**src/sv/scba_pkg.sv**
```systemverilog
// Shared types, constants and class functions for the size class block allocator.
package scba_pkg;

	localparam int unsigned CHUNK_BYTES   = 1048576;
	localparam int unsigned ARENA_CHUNKS  = 4;
	localparam int unsigned GRANULE_BYTES = 16;
	localparam int unsigned CLASS_COUNT   = 39;
	localparam int unsigned LINEAR_COUNT  = 32;
	localparam int unsigned LINEAR_LIMIT  = 512;
	localparam int unsigned FIRST_POWER   = 1024;
	localparam int unsigned MAX_BLOCK     = 65536;

	localparam int unsigned ARENA_BYTES = ARENA_CHUNKS * CHUNK_BYTES;
	localparam int unsigned ARENA_LG    = $clog2(ARENA_BYTES);
	localparam int unsigned CHUNK_LG    = $clog2(CHUNK_BYTES);
	localparam int unsigned GRAN_LG     = $clog2(GRANULE_BYTES);
	localparam int unsigned SLOT_W      = ARENA_LG - GRAN_LG;
	localparam int unsigned SLOT_COUNT  = ARENA_BYTES / GRANULE_BYTES;
	localparam int unsigned CLASS_W     = $clog2(CLASS_COUNT);
	localparam int unsigned SIZE_W      = 17;
	localparam int unsigned CUR_W       = ARENA_LG + 1;
	localparam int unsigned NCH_W       = $clog2(ARENA_CHUNKS + 1);

	localparam logic [2:0] FN_ALLOC   = 3'd0;
	localparam logic [2:0] FN_FREE    = 3'd1;
	localparam logic [2:0] FN_SIZE    = 3'd2;
	localparam logic [2:0] FN_CAP     = 3'd3;
	localparam logic [2:0] FN_REALLOC = 3'd4;

	localparam logic [2:0] ST_OK      = 3'd0;
	localparam logic [2:0] ST_NOSPACE = 3'd1;
	localparam logic [2:0] ST_NOBLOCK = 3'd2;
	localparam logic [2:0] ST_TOOBIG  = 3'd3;
	localparam logic [2:0] ST_REFUSED = 3'd4;

	localparam logic [1:0] CFG_BASE    = 2'd0;
	localparam logic [1:0] CFG_ZERO    = 2'd1;
	localparam logic [1:0] CFG_NOREUSE = 2'd2;

	typedef struct packed {
		logic              valid;
		logic [SIZE_W-1:0] req;
		logic [CLASS_W-1:0] cls;
		logic [SLOT_W-1:0] next;
	} rec_t;

	typedef struct packed {
		logic [SLOT_W-1:0] head;
		logic [SLOT_W-1:0] tail;
	} lst_t;

	typedef enum logic [8:0] {
		S_CLR   = 9'b000000001,
		S_IDLE  = 9'b000000010,
		S_DEC   = 9'b000000100,
		S_EVAL  = 9'b000001000,
		S_ALLOC = 9'b000010000,
		S_POP   = 9'b000100000,
		S_KILL  = 9'b001000000,
		S_FREE  = 9'b010000000,
		S_DONE  = 9'b100000000
	} state_t;

	typedef struct packed {
		logic clear;
		logic accept;
		logic dec;
		logic eval;
		logic alloc;
		logic pop;
		logic kill;
		logic free;
		logic load;
	} cmd_t;

	typedef struct packed {
		logic clr_last;
		logic ev_alloc;
		logic ev_kill;
		logic al_pop;
		logic al_more;
		logic kl_free;
	} sts_t;

	function automatic logic [CLASS_W-1:0] class_of(input logic [31:0] sz);
		logic [31:0] m1;
		logic [CLASS_W-1:0] c;
		m1 = sz - 32'd1;
		c = CLASS_W'(CLASS_COUNT - 1);
		if (sz <= 32'(LINEAR_LIMIT)) begin
			c = (sz == 32'd0) ? '0 : CLASS_W'(m1 >> GRAN_LG);
		end else begin
			for (int k = CLASS_COUNT - LINEAR_COUNT - 1; k >= 0; k--) begin
				if (sz <= (32'(FIRST_POWER) << k))
					c = CLASS_W'(LINEAR_COUNT + k);
			end
		end
		return c;
	endfunction

	function automatic logic [SIZE_W-1:0] class_bytes(input logic [CLASS_W-1:0] c);
		logic [SIZE_W-1:0] b;
		logic [CLASS_W-1:0] k;
		k = c - CLASS_W'(LINEAR_COUNT);
		if (c < CLASS_W'(LINEAR_COUNT))
			b = (SIZE_W'(c) + SIZE_W'(1)) << GRAN_LG;
		else
			b = SIZE_W'(FIRST_POWER) << k[2:0];
		return b;
	endfunction

endpackage

```
**src/sv/scba_ctrl.sv**
```systemverilog
// Request sequencer for the allocator: state machine and output word valid.
module scba_ctrl (
	input  logic             clk,
	input  logic             arst_n,
	input  logic             in_valid,
	output logic             in_ready,
	output logic             out_valid,
	input  logic             out_ready,
	input  scba_pkg::sts_t   sts,
	output scba_pkg::cmd_t   cmd
);

	scba_pkg::state_t state_q, state_d;
	logic out_valid_q;

	always_comb begin
		cmd = '0;
		state_d = state_q;
		in_ready = 1'b0;
		case (state_q)
			scba_pkg::S_CLR: begin
				cmd.clear = 1'b1;
				if (sts.clr_last)
					state_d = scba_pkg::S_IDLE;
			end
			scba_pkg::S_IDLE: begin
				in_ready = 1'b1;
				if (in_valid) begin
					cmd.accept = 1'b1;
					state_d = scba_pkg::S_DEC;
				end
			end
			scba_pkg::S_DEC: begin
				cmd.dec = 1'b1;
				state_d = scba_pkg::S_EVAL;
			end
			scba_pkg::S_EVAL: begin
				cmd.eval = 1'b1;
				if (sts.ev_alloc)
					state_d = scba_pkg::S_ALLOC;
				else if (sts.ev_kill)
					state_d = scba_pkg::S_KILL;
				else
					state_d = scba_pkg::S_DONE;
			end
			scba_pkg::S_ALLOC: begin
				cmd.alloc = 1'b1;
				if (sts.al_pop)
					state_d = scba_pkg::S_POP;
				else if (sts.al_more)
					state_d = scba_pkg::S_KILL;
				else
					state_d = scba_pkg::S_DONE;
			end
			scba_pkg::S_POP: begin
				cmd.pop = 1'b1;
				state_d = sts.al_more ? scba_pkg::S_KILL : scba_pkg::S_DONE;
			end
			scba_pkg::S_KILL: begin
				cmd.kill = 1'b1;
				state_d = sts.kl_free ? scba_pkg::S_FREE : scba_pkg::S_DONE;
			end
			scba_pkg::S_FREE: begin
				cmd.free = 1'b1;
				state_d = scba_pkg::S_DONE;
			end
			scba_pkg::S_DONE: begin
				if (!out_valid_q || out_ready) begin
					cmd.load = 1'b1;
					state_d = scba_pkg::S_IDLE;
				end
			end
			default: state_d = scba_pkg::S_IDLE;
		endcase
	end

	always_ff @(posedge clk or negedge arst_n) begin
		if (!arst_n) begin
			state_q <= scba_pkg::S_CLR;
			out_valid_q <= 1'b0;
		end else begin
			state_q <= state_d;
			if (cmd.load)
				out_valid_q <= 1'b1;
			else if (out_ready)
				out_valid_q <= 1'b0;
		end
	end

	assign out_valid = out_valid_q;

endmodule

```
**config.mk**
```make
export PLATFORM = sky130hd
export DESIGN_NAME = scba_ctrl
export DESIGN_NICKNAME = d
export VERILOG_FILES = /design/src/sv/scba_pkg.sv /design/src/sv/scba_ctrl.sv
export SDC_FILE = /design/constraint.sdc
export NUM_CORES = 1
export LEC_CHECK = 0
export BUFFER_PORTS_ARGS = -buffer_cell sky130_fd_sc_hd__buf_2
export CELL_PAD_IN_SITES_DETAIL_PLACEMENT = 1
export CELL_PAD_IN_SITES_GLOBAL_PLACEMENT = 2
export CORE_MARGIN = 1
export CORE_UTILIZATION = 30
export CTS_BUF_LIST = sky130_fd_sc_hd__clkbuf_8
export CTS_CLUSTER_SIZE = 20
export DETAILED_ROUTE_END_ITERATION = 16
export PLACE_DENSITY = 0.82
export SKIP_LAST_GASP = 1
export SLEW_MARGIN = 10
export SYNTH_ARGS = -nofsm -noshare
export SYNTH_HDL_FRONTEND = slang
export SYNTH_SLANG_ARGS = --single-unit
```
**constraint.sdc**
```tcl
create_clock -name clk -period 2.4 [get_ports clk]
set_clock_uncertainty 0.2 [all_clocks]
set_input_delay 0.24 -clock clk [delete_from_list [all_inputs] [get_ports clk]]
set_output_delay 0.24 -clock clk [all_outputs]
set_load 0.02 [all_outputs]
```
==> run summary, run 1 <==
Status - completed
Seq/Total Area, Yosys - 0.371
Share of post-route cells with drive strength above 1 - 0.396
Global-route wire length before repair - 3.02 mm
DRC - 0
Nets - 112
Clock Latency Late Sink - 0.24 ns
IO Port Bufs - 20
RSZ-0062 raised after global routing - no
Unique masters post-synth - 37
Largest net degree at the start of global routing - 11
Detailed-route vias per instance - 4.89
Worst setup SP type - flip-flop
Reg-to-reg slack, setup - 0.52 ns
Warnings from Yosys - 0
Cell Rows - 16
Top Family by Delay on Critical Path - simple AND/OR/NAND/NOR gates
Fin crit period - 2.28 ns
Worst R2R End - state_q[1]
Htree depth - 1
DR vias - 626
Synthesis-stage register bit count - 10
Static Leakage - 0.430 nW
Mapped Cells - 75
Slew headroom - 0.740
Die Wd - 49.5 µm
Final Non-Filler Cells - 128
Tightest Pin Transition - 0.386 ns
Worst path depth - 5
GRT Total Usage - 0.162
Crit end category - primary output
CP max stage cell - or4_4
Synthesized area - 678 µm²
Pins over their slew limit - 0
Syn-to-layout area delta - 30.4%
Die height - 49.5 µm
Commonest register cell after synthesis - dfrtp_1
Final worst slack - 0.119 ns
Post-synth top cells - dfrtp_1 (9), nor2_1 (9), nor3_1 (6)
Post-Syn Area per Cell - 9.04 µm²
Worst path bufs/invs - 1
Num CTS Buffers - 3
TritonCTS clock tree - yes
Pwr/cell area - 902 nW/µm²
Pre-Repair DR Iteration Count - 4
Fin crit share - 0.950
Pre-CTS setup slack - 0.311 ns
CP cell instances - or4_4 -> nor3_4 -> nand3_1 -> a21oi_2 -> buf_2
Top cells by area, synth - dfrtp_1 (33%), nor2_1 (5.0%), nor3_1 (4.4%)
Routed Wire Length - 1.72 mm
Clock transition at path regs - 0.05 ns
Final setup viols - 0
Iter 0 DRT Violations - 1
Asr flop ratio synth - 1.00
Crit path DAT - 1.84 ns
Vias in the first global route - 656
Critical Path Fanout Max - 7
Number of synthesized flops with an enable pin - 0
TNS Setup - 0 ns
Cell taking the most area after synthesis - dfrtp_1
R2r startpoint - state_q[5]
CP Launch Point - state_q[5]
Syn Nets - 85
Fill cell count - 257
I/O pins - 21
Final hold viol count - 0
Initial antenna violation count - 0
Routability congestion estimate - 0.823
Peak supply drop - 0.376 mV
Hold Path Class - input pin to flip-flop
CTS Buffer Depth - 2
Fmax - 438 MHz
Clk root buf - clkbuf_8
Clock Sinks - 10
Critical Path Sink - cmd[0]
Setup CP Type - flip-flop to primary output
Routed length per instance - 13.4 µm
Gr ovfl total - 0
Detailed placement HPWL - 1.31 mm
Placed insts - 120
Core box area - 2040 µm²
Number of diodes - 0
Required time worst endpoint - 1.96 ns
Synth top area share - 0.332
Initial core utilization - 0.332
Die area - 2450 µm²
Max stage delay on crit path - 0.58 ns
ANT nets after route - 0
Max-cap violation count - 0
Final Hold Slack - 0.00493 ns
FF-to-FF path depth - 5
worst reg2reg max path, stage by stage, from the launching register on:
cell     delay (ns)
dfrtp_2        0.44
buf_4          0.15
nor4_2         0.41
nand2_1        0.15
nor4b_2        0.29
o31ai_1        0.12
power by group:
group / switching [mW] / internal [mW] / leakage, nW
logic: 0.210 / 0.139 / 0.270
registers: 0.0391 / 0.194 / 0.130
clock network: 0.0703 / 0.145 / 0.0288
cell families after synthesis:
group / Yosys count / synth area share
buf+inv: 8 / 0.0664
compound gates: 14 / 0.161
flops: 10 / 0.371
simple gates: 42 / 0.389
xor+xnor: 1 / 0.0129
sequential cells by signal (all words and copies together), names as in the netlist:
name	flops
out_valid	1
state_q	9
through the flow:
stage	cell area (µm²)	util	power, mW
3_3_place_gp	793	0.388	0.577
6_report	885	0.433	0.798
4_1_cts	868	0.425	0.806
5_1_grt	885	0.433	0.853
2_1_floorplan	678	-	0.494
3_5_place_dp	793	0.388	0.586
per-layer routing:
layer / wire, µm / track usage
met5: 0 / 0
met4: 0 / 0.0571
met3: 70 / 0.0401
met2: 813 / 0.259
met1: 837 / 0.210
cells in the final DEF, fill, tap and decap left out, types with 2 or more instances in the layout:
cell           netlist  layout
buf_2                0      20
nor2_1               9       9
dfrtp_1              9       8
nor3_1               6       6
inv_1                4       4
and2_1               4       4
clkbuf_8             0       4
nand2_1              3       3
nand3_1              3       3
o21ai_0              3       3
buf_4                2       3
nand2b_1             2       2
nand4_1              2       2
and3_2               2       2
a21oi_1              2       2
dlygate4sd3_1        0       2
cell type report:
type / count / area, µm² / share of cell area
Clock buffer: 4 / 55.1 / 0.0622
Timing Repair Buffer: 25 / 143 / 0.161
Inverter: 5 / 18.8 / 0.0212
Tap cell: 27 / 33.8 / 0.0382
Sequential cell: 10 / 253 / 0.286
Multi-Input combinational cell: 57 / 382 / 0.431
how the worst min path moves through the flow:
stage	end	cells past startpoint	from	slack, ns
after global routing	state_q[5]	2	sts[2]	0.04
after floorplan	out_valid	0	arst_n	-0.26
after CTS	out_valid	2	out_ready	0.008
after global placement	state_q[2]	1	arst_n	-0.08
final	out_valid	2	out_ready	0.005
after detailed placement	state_q[2]	1	arst_n	-0.08
repair_timing:
item	in CTS	in global routing
setup endpoints to repair	0	1
hold endpoints to repair	11	0
gates resized for setup	0	1
hold buffers	2	0
setup buffers	0	2
Power figures use the tool's default switching activity.
==> inputs of run 2 (changes only) <==
- BUFFER_PORTS_ARGS: -buffer_cell sky130_fd_sc_hd__buf_2 -> unset
- DONT_BUFFER_PORTS: unset -> 1
- PLACE_DENSITY: 0.82 -> 0.68
==> run 2 against run 1 <==
Against the previous run:
- first-iteration DRC count rose to 4.0 times the previous value
- critical path depth fell by 1
- flip-flop and latch count is the same
- worst hold slack better by 0.017 ns
- die area unchanged
- final area decreased by 2.3%
- wire length shrank 1.9%
- combinational power fell by 8.6%
- sequential power increased by 8.6%
- register-to-register slack worse by 0.31 ns
- sequential share of layout area is 0.52 points higher
==> run summary, run 2 (synthesis gave the netlist of run 1 again) <==
Detailed-route vias per instance - 5.27 (was 4.89)
CTS Buffer Depth - 2 (unchanged)
Die Wd - 49.5 µm (unchanged)
Fin crit period - 2.28 ns (about the same)
Share of post-route cells with drive strength above 1 - 0.236 (was 0.396)
Core box area - 2040 µm² (unchanged)
Register bank with the most flops - state_q (unchanged)
Final hold viol count - 0 (unchanged)
Setup CP Type - flip-flop to primary output (unchanged)
Initial core utilization - 0.332 (unchanged)
Hold Path Class - input pin to flip-flop (unchanged)
Syn-to-layout area delta - 27.5% (was 30.4%)
Clock transition at path regs - 0.05 ns (about the same)
Final Hold Slack - 0.0214 ns (was 0.00493 ns)
Die height - 49.5 µm (unchanged)
Number of diodes - 0 (unchanged)
Detailed placement HPWL - 1.27 mm (was 1.31 mm)
Static Leakage - 0.378 nW (was 0.430 nW)
Vias in the first global route - 637 (was 656)
Status - completed (unchanged)
Pins over their slew limit - 0 (unchanged)
Max reg flops - 9 (unchanged)
DRC - 0 (unchanged)
Slew headroom - 0.669 (was 0.740)
Critical Path Fanout Max - 6 (was 7)
Nets - 100 (was 112)
Htree depth - 1 (unchanged)
Die area - 2450 µm² (unchanged)
Tightest Pin Transition - 0.494 ns (was 0.386 ns)
Pre-Repair DR Iteration Count - 4 (unchanged)
Cell Rows - 16 (unchanged)
Final setup viols - 0 (unchanged)
Peak supply drop - 0.378 mV (was 0.376 mV)
ANT nets after route - 0 (unchanged)
Total Power - 0.750 mW (was 0.798 mW)
Routed Wire Length - 1.69 mm (was 1.72 mm)
RSZ-0062 raised after global routing - yes (was no)
Largest net degree at the start of global routing - 11 (unchanged)
Clk root buf - clkbuf_8 (unchanged)
Commonest cells after routing, fill and taps aside - dlygate4sd3_1 (9), dfrtp_1 (9), nor2_1 (7) (was buf_2 (20), nor2_1 (9), dfrtp_1 (8))
Post-CTS setup buffers - 0 (unchanged)
Global-route wire length before repair - 2.86 mm (was 3.02 mm)
Iter 0 DRT Violations - 4 (was 1)
DR vias - 611 (was 626)
Initial antenna violation count - 0 (unchanged)
Crit end category - primary output (unchanged)
Clock Latency Late Sink - 0.24 ns (about the same)
TritonCTS clock tree - yes (unchanged)
Gr ovfl total - 0 (unchanged)
GRT Total Usage - 0.157 (was 0.162)
Num CTS Buffers - 3 (unchanged)
IO Port Bufs - 0 (was 20)
Required time worst endpoint - 1.96 ns (about the same)
Max-cap violation count - 0 (unchanged)
Fmax - 439 MHz (was 438 MHz)
Pwr/cell area - 868 nW/µm² (was 902 nW/µm²)
Routed length per instance - 14.6 µm (was 13.4 µm)
Fill cell count - 247 (was 257)
Fin crit share - 0.950 (about the same)
I/O pins - 21 (unchanged)
Routability congestion estimate - 0.777 (was 0.823)
Crit path DAT - 1.84 ns (about the same)
Clock Sinks - 10 (unchanged)
Worst setup SP type - flip-flop (unchanged)
run 2: cell types whose count changed in the layout (fill, tap and decap cells not counted), moves of 2 or more:
| cell | delta |
|---|---|
| nor2_2 | +2 |
| nor2_1 | -2 |
| dlygate4sd3_1 | +7 |
| buf_2 | -20 |
run 2: worst paths after layout:
kind,to,slack (ns),cells after the start,startpoint
min in group asynchronous,state_q[5],0.21,1,arst_n
max in group asynchronous,state_q[0],1.44,1,arst_n
min,state_q[1],0.02,2,in_valid
min reg2reg,state_q[0],0.39,1,state_q[0]
max,cmd[0],0.12,4,state_q[4]
max reg2reg,state_q[6],0.21,6,state_q[5]
run 2: per-stage QoR:
step / TNS [ns] / util / area (µm²) / cells / setup slack [ns]
floorplan: 0 / - / 678 / 75 / 0.431
global placement: 0 / 0.350 / 716 / 103 / 0.341
detailed placement: 0 / 0.350 / 716 / 103 / 0.356
CTS: 0 / 0.417 / 851 / 116 / 0.0916
global route: -0.0133 / 0.423 / 865 / 116 / -0.0133
finish: 0 / 0.423 / 865 / 116 / 0.120
run 2: final cells by class:
| type | count | area (µm²) | area share |
|---|---|---|---|
| inverter | 5 | 18.8 | 0.0217 |
| timing repair buffer | 13 | 120 | 0.139 |
| tap | 27 | 33.8 | 0.0391 |
| sequential | 10 | 251 | 0.291 |
| clock buffer | 3 | 41.3 | 0.0478 |
| multi-input combinational | 57 | 395 | 0.457 |
| clock inverter | 1 | 3.75 | 0.00434 |
run 2: layer usage:
layer / vias to the layer above / GRT usage / part of all wire
met2: 20 / 0.282 / 0.51
met4: 0 / 0.0286 / 0
met1: 288 / 0.173 / 0.44
met3: 0 / 0.0648 / 0.050
li1: 303 / - / -
met5: - / 0 / 0
run 2: timing repair:
action                                  CTS  global route
endpoints found under the setup margin    0             3
resized for setup                         0             3
endpoints found under the hold margin    17             0
hold buffers                              9             0
run 2: report_power, final:
group,switching (mW),internal [mW]
registers,0.0592,0.194
clock network,0.0659,0.112
logic,0.189,0.130
run 2: critical path, stage by stage (launching register included):
cell	delay, ns
dfrtp_1	0.45
or4_4	0.57
nor3_4	0.17
nand3_1	0.14
a21oi_2	0.27
==> inputs of run 3 (changes only) <==
- CORE_ASPECT_RATIO: unset -> 1.5
- CTS_BUF_LIST: sky130_fd_sc_hd__clkbuf_8 -> unset
- SETUP_SLACK_MARGIN: unset -> 0.2
==> run 3 against run 2 <==
Against the previous run:
- critical path depth unchanged
- maximum frequency increased by 2.0%
- clock power decreased by 31%
- sequential share of layout area decreased by 1.4 points
- die area increased by 0.16%
- count of clock-buffer cells in the layout increased by 1
- power increased by 0.84%
- worst hold slack improved by 0.093 ns
- combinational power increased by 25%
- non-clock buffer count increased by 7
- critical path type unchanged
==> run summary, run 3 (synthesis gave the netlist of run 1 again) <==
Clk root buf - clkbuf_4 (was clkbuf_8)
Placed insts - 98 (was 103)
Final Non-Filler Cells - 118 (was 116)
Clock transition at path regs - 0.06 ns (was 0.05 ns)
Die Wd - 40.8 µm (was 49.5 µm)
Final worst slack - 0.166 ns (was 0.120 ns)
Crit path DAT - 1.79 ns (was 1.84 ns)
GRT Total Usage - 0.173 (was 0.157)
Finished Core Util - 0.442 (was 0.423)
Peak supply drop - 0.316 mV (was 0.378 mV)
Critical Path Fanout Max - 4 (was 6)
Status - completed (unchanged)
Fill cell count - 248 (was 247)
CTS Buffer Depth - 2 (unchanged)
Num CTS Buffers - 3 (unchanged)
Pwr/cell area - 825 nW/µm² (was 868 nW/µm²)
Crit end category - primary output (unchanged)
Max stage delay on crit path - 0.56 ns (was 0.57 ns)
Clock Latency Late Sink - 0.26 ns (was 0.24 ns)
DRC - 0 (unchanged)
Slew headroom - 0.676 (was 0.669)
Routability congestion estimate - 0.742 (was 0.777)
Static Leakage - 0.394 nW (was 0.378 nW)
Htree depth - 1 (unchanged)
Detailed placement HPWL - 1.25 mm (was 1.27 mm)
Final hold viol count - 0 (unchanged)
Die area - 2460 µm² (was 2450 µm²)
Final setup viols - 0 (unchanged)
TritonCTS clock tree - yes (unchanged)
Register bank with the most flops - state_q (unchanged)
Largest net degree at the start of global routing - 11 (unchanged)
Global-route wire length before repair - 2.88 mm (was 2.86 mm)
Fmax - 448 MHz (was 439 MHz)
Share of post-route cells with drive strength above 1 - 0.333 (was 0.236)
Tightest Pin Transition - 0.484 ns (was 0.494 ns)
Detailed-route vias per instance - 5.53 (was 5.27)
Initial antenna violation count - 0 (unchanged)
CP max stage cell - or4_4 (unchanged)
Worst R2R End - state_q[6] (unchanged)
Number of diodes - 0 (unchanged)
Initial core utilization - 0.327 (was 0.332)
RSZ-0062 raised after global routing - yes (unchanged)
Max-cap violation count - 0 (unchanged)
CP Launch Point - state_q[4] (unchanged)
Die height - 60.2 µm (was 49.5 µm)
Clock Sinks - 10 (unchanged)
Setup CP Type - flip-flop to primary output (unchanged)
Pins over their slew limit - 0 (unchanged)
Required time worst endpoint - 1.96 ns (about the same)
Top Family by Delay on Critical Path - simple AND/OR/NAND/NOR gates (unchanged)
R2r startpoint - state_q[5] (unchanged)
ANT nets after route - 0 (unchanged)
Commonest cells after routing, fill and taps aside - buf_4 (11), dlygate4sd3_1 (9), nor2_1 (7), dfrtp_1 (7), nor3_1 (5) (was dlygate4sd3_1 (9), dfrtp_1 (9), nor2_1 (7))
Gr ovfl total - 0 (unchanged)
Iter 0 DRT Violations - 6 (was 4)
TNS Setup - 0 ns (unchanged)
Nets - 107 (was 100)
I/O pins - 21 (unchanged)
Vias in the first global route - 686 (was 637)
Fin crit period - 2.23 ns (was 2.28 ns)
IO Port Bufs - 0 (unchanged)
Pre-CTS setup slack - 0.346 ns (was 0.356 ns)
Hold Path Class - input pin to flip-flop (unchanged)
Syn-to-layout area delta - 35.2% (was 27.5%)
Final Hold Slack - 0.114 ns (was 0.0214 ns)
Worst setup SP type - flip-flop (unchanged)
Fin crit share - 0.931 (was 0.950)
Reg-to-reg slack, setup - 0.20 ns (was 0.21 ns)
Commonest non-fill, non-tap cell in the layout - buf_4
Routed Wire Length - 1.73 mm (was 1.69 mm)
Critical Path Sink - cmd[6] (was cmd[0])
Core box area - 2080 µm² (was 2040 µm²)
Worst path bufs/invs - 1 (was 0)
Pre-Repair DR Iteration Count - 4 (unchanged)
FF-to-FF path depth - 5 (was 6)
Max reg flops - 9 (unchanged)
CP cell instances - or4_4 -> nor3_4 -> buf_4 -> and3_4 (was or4_4 -> nor3_4 -> nand3_1 -> a21oi_2)
Routed length per instance - 14.6 µm (about the same)
DR vias - 653 (was 611)
Worst path depth - 4 (unchanged)
Cell Rows - 20 (was 16)
## run 3: cell types whose count changed in the layout (fill, tap and decap cells not counted), moves of 2 or more
| cell | delta |
|---|---|
| buf_4 | +7 |
| clkbuf_4 | +3 |
| clkbuf_8 | -3 |
| dfrtp_1 | -2 |
| dfrtp_2 | +2 |
| nor2_2 | -2 |
| nor2_4 | +2 |
## run 3: timing repair
item	CTS	global route
hold buffers	9	0
gates resized for setup	6	4
setup buffers	1	6
endpoints found under the hold margin	18	0
pin swaps	0	3
endpoints found under the setup margin	4	6
## run 3: per-layer routing
metal,vias up,part of all wire,global-route usage
li1,315,-,-
met1,317,0.40,0.208
met5,-,0,0
met4,0,0.0098,0.0714
met2,19,0.55,0.279
met3,2,0.041,0.0409
## run 3: layout make-up
type	count	area [µm²]	area share
inverters	5	18.8	0.0205
well taps	22	27.5	0.0300
clock buffers	4	26.3	0.0286
repair buffers	20	173	0.188
multi-input cells	57	418	0.456
flip-flops and latches	10	254	0.277
## run 3: metrics by stage
step	power [mW]	cell area, µm²
final	0.756	917
after global placement	0.563	709
after detailed placement	0.568	709
after floorplan	0.494	678
after global routing	0.816	917
after CTS	0.716	853
## run 3: worst min-delay path by stage
| stage | start | end | slack [ns] | cells after the start |
|---|---|---|---|---|
| floorplan | arst_n | out_valid | -0.26 | 0 |
| global placement | arst_n | state_q[2] | -0.26 | 0 |
| detailed placement | arst_n | state_q[1] | -0.26 | 0 |
| CTS | sts[4] | state_q[8] | 0.10 | 2 |
| global route | sts[4] | state_q[8] | 0.12 | 2 |
| finish | sts[4] | state_q[8] | 0.11 | 2 |
## run 3: where the power goes
part           leakage (nW)  total, mW  switching [mW]  internal, mW
Sequential            0.129      0.235          0.0408         0.194
Combinational         0.250      0.399           0.228         0.170
Clock                0.0150      0.123          0.0587        0.0642
Total                 0.394      0.756           0.328         0.429
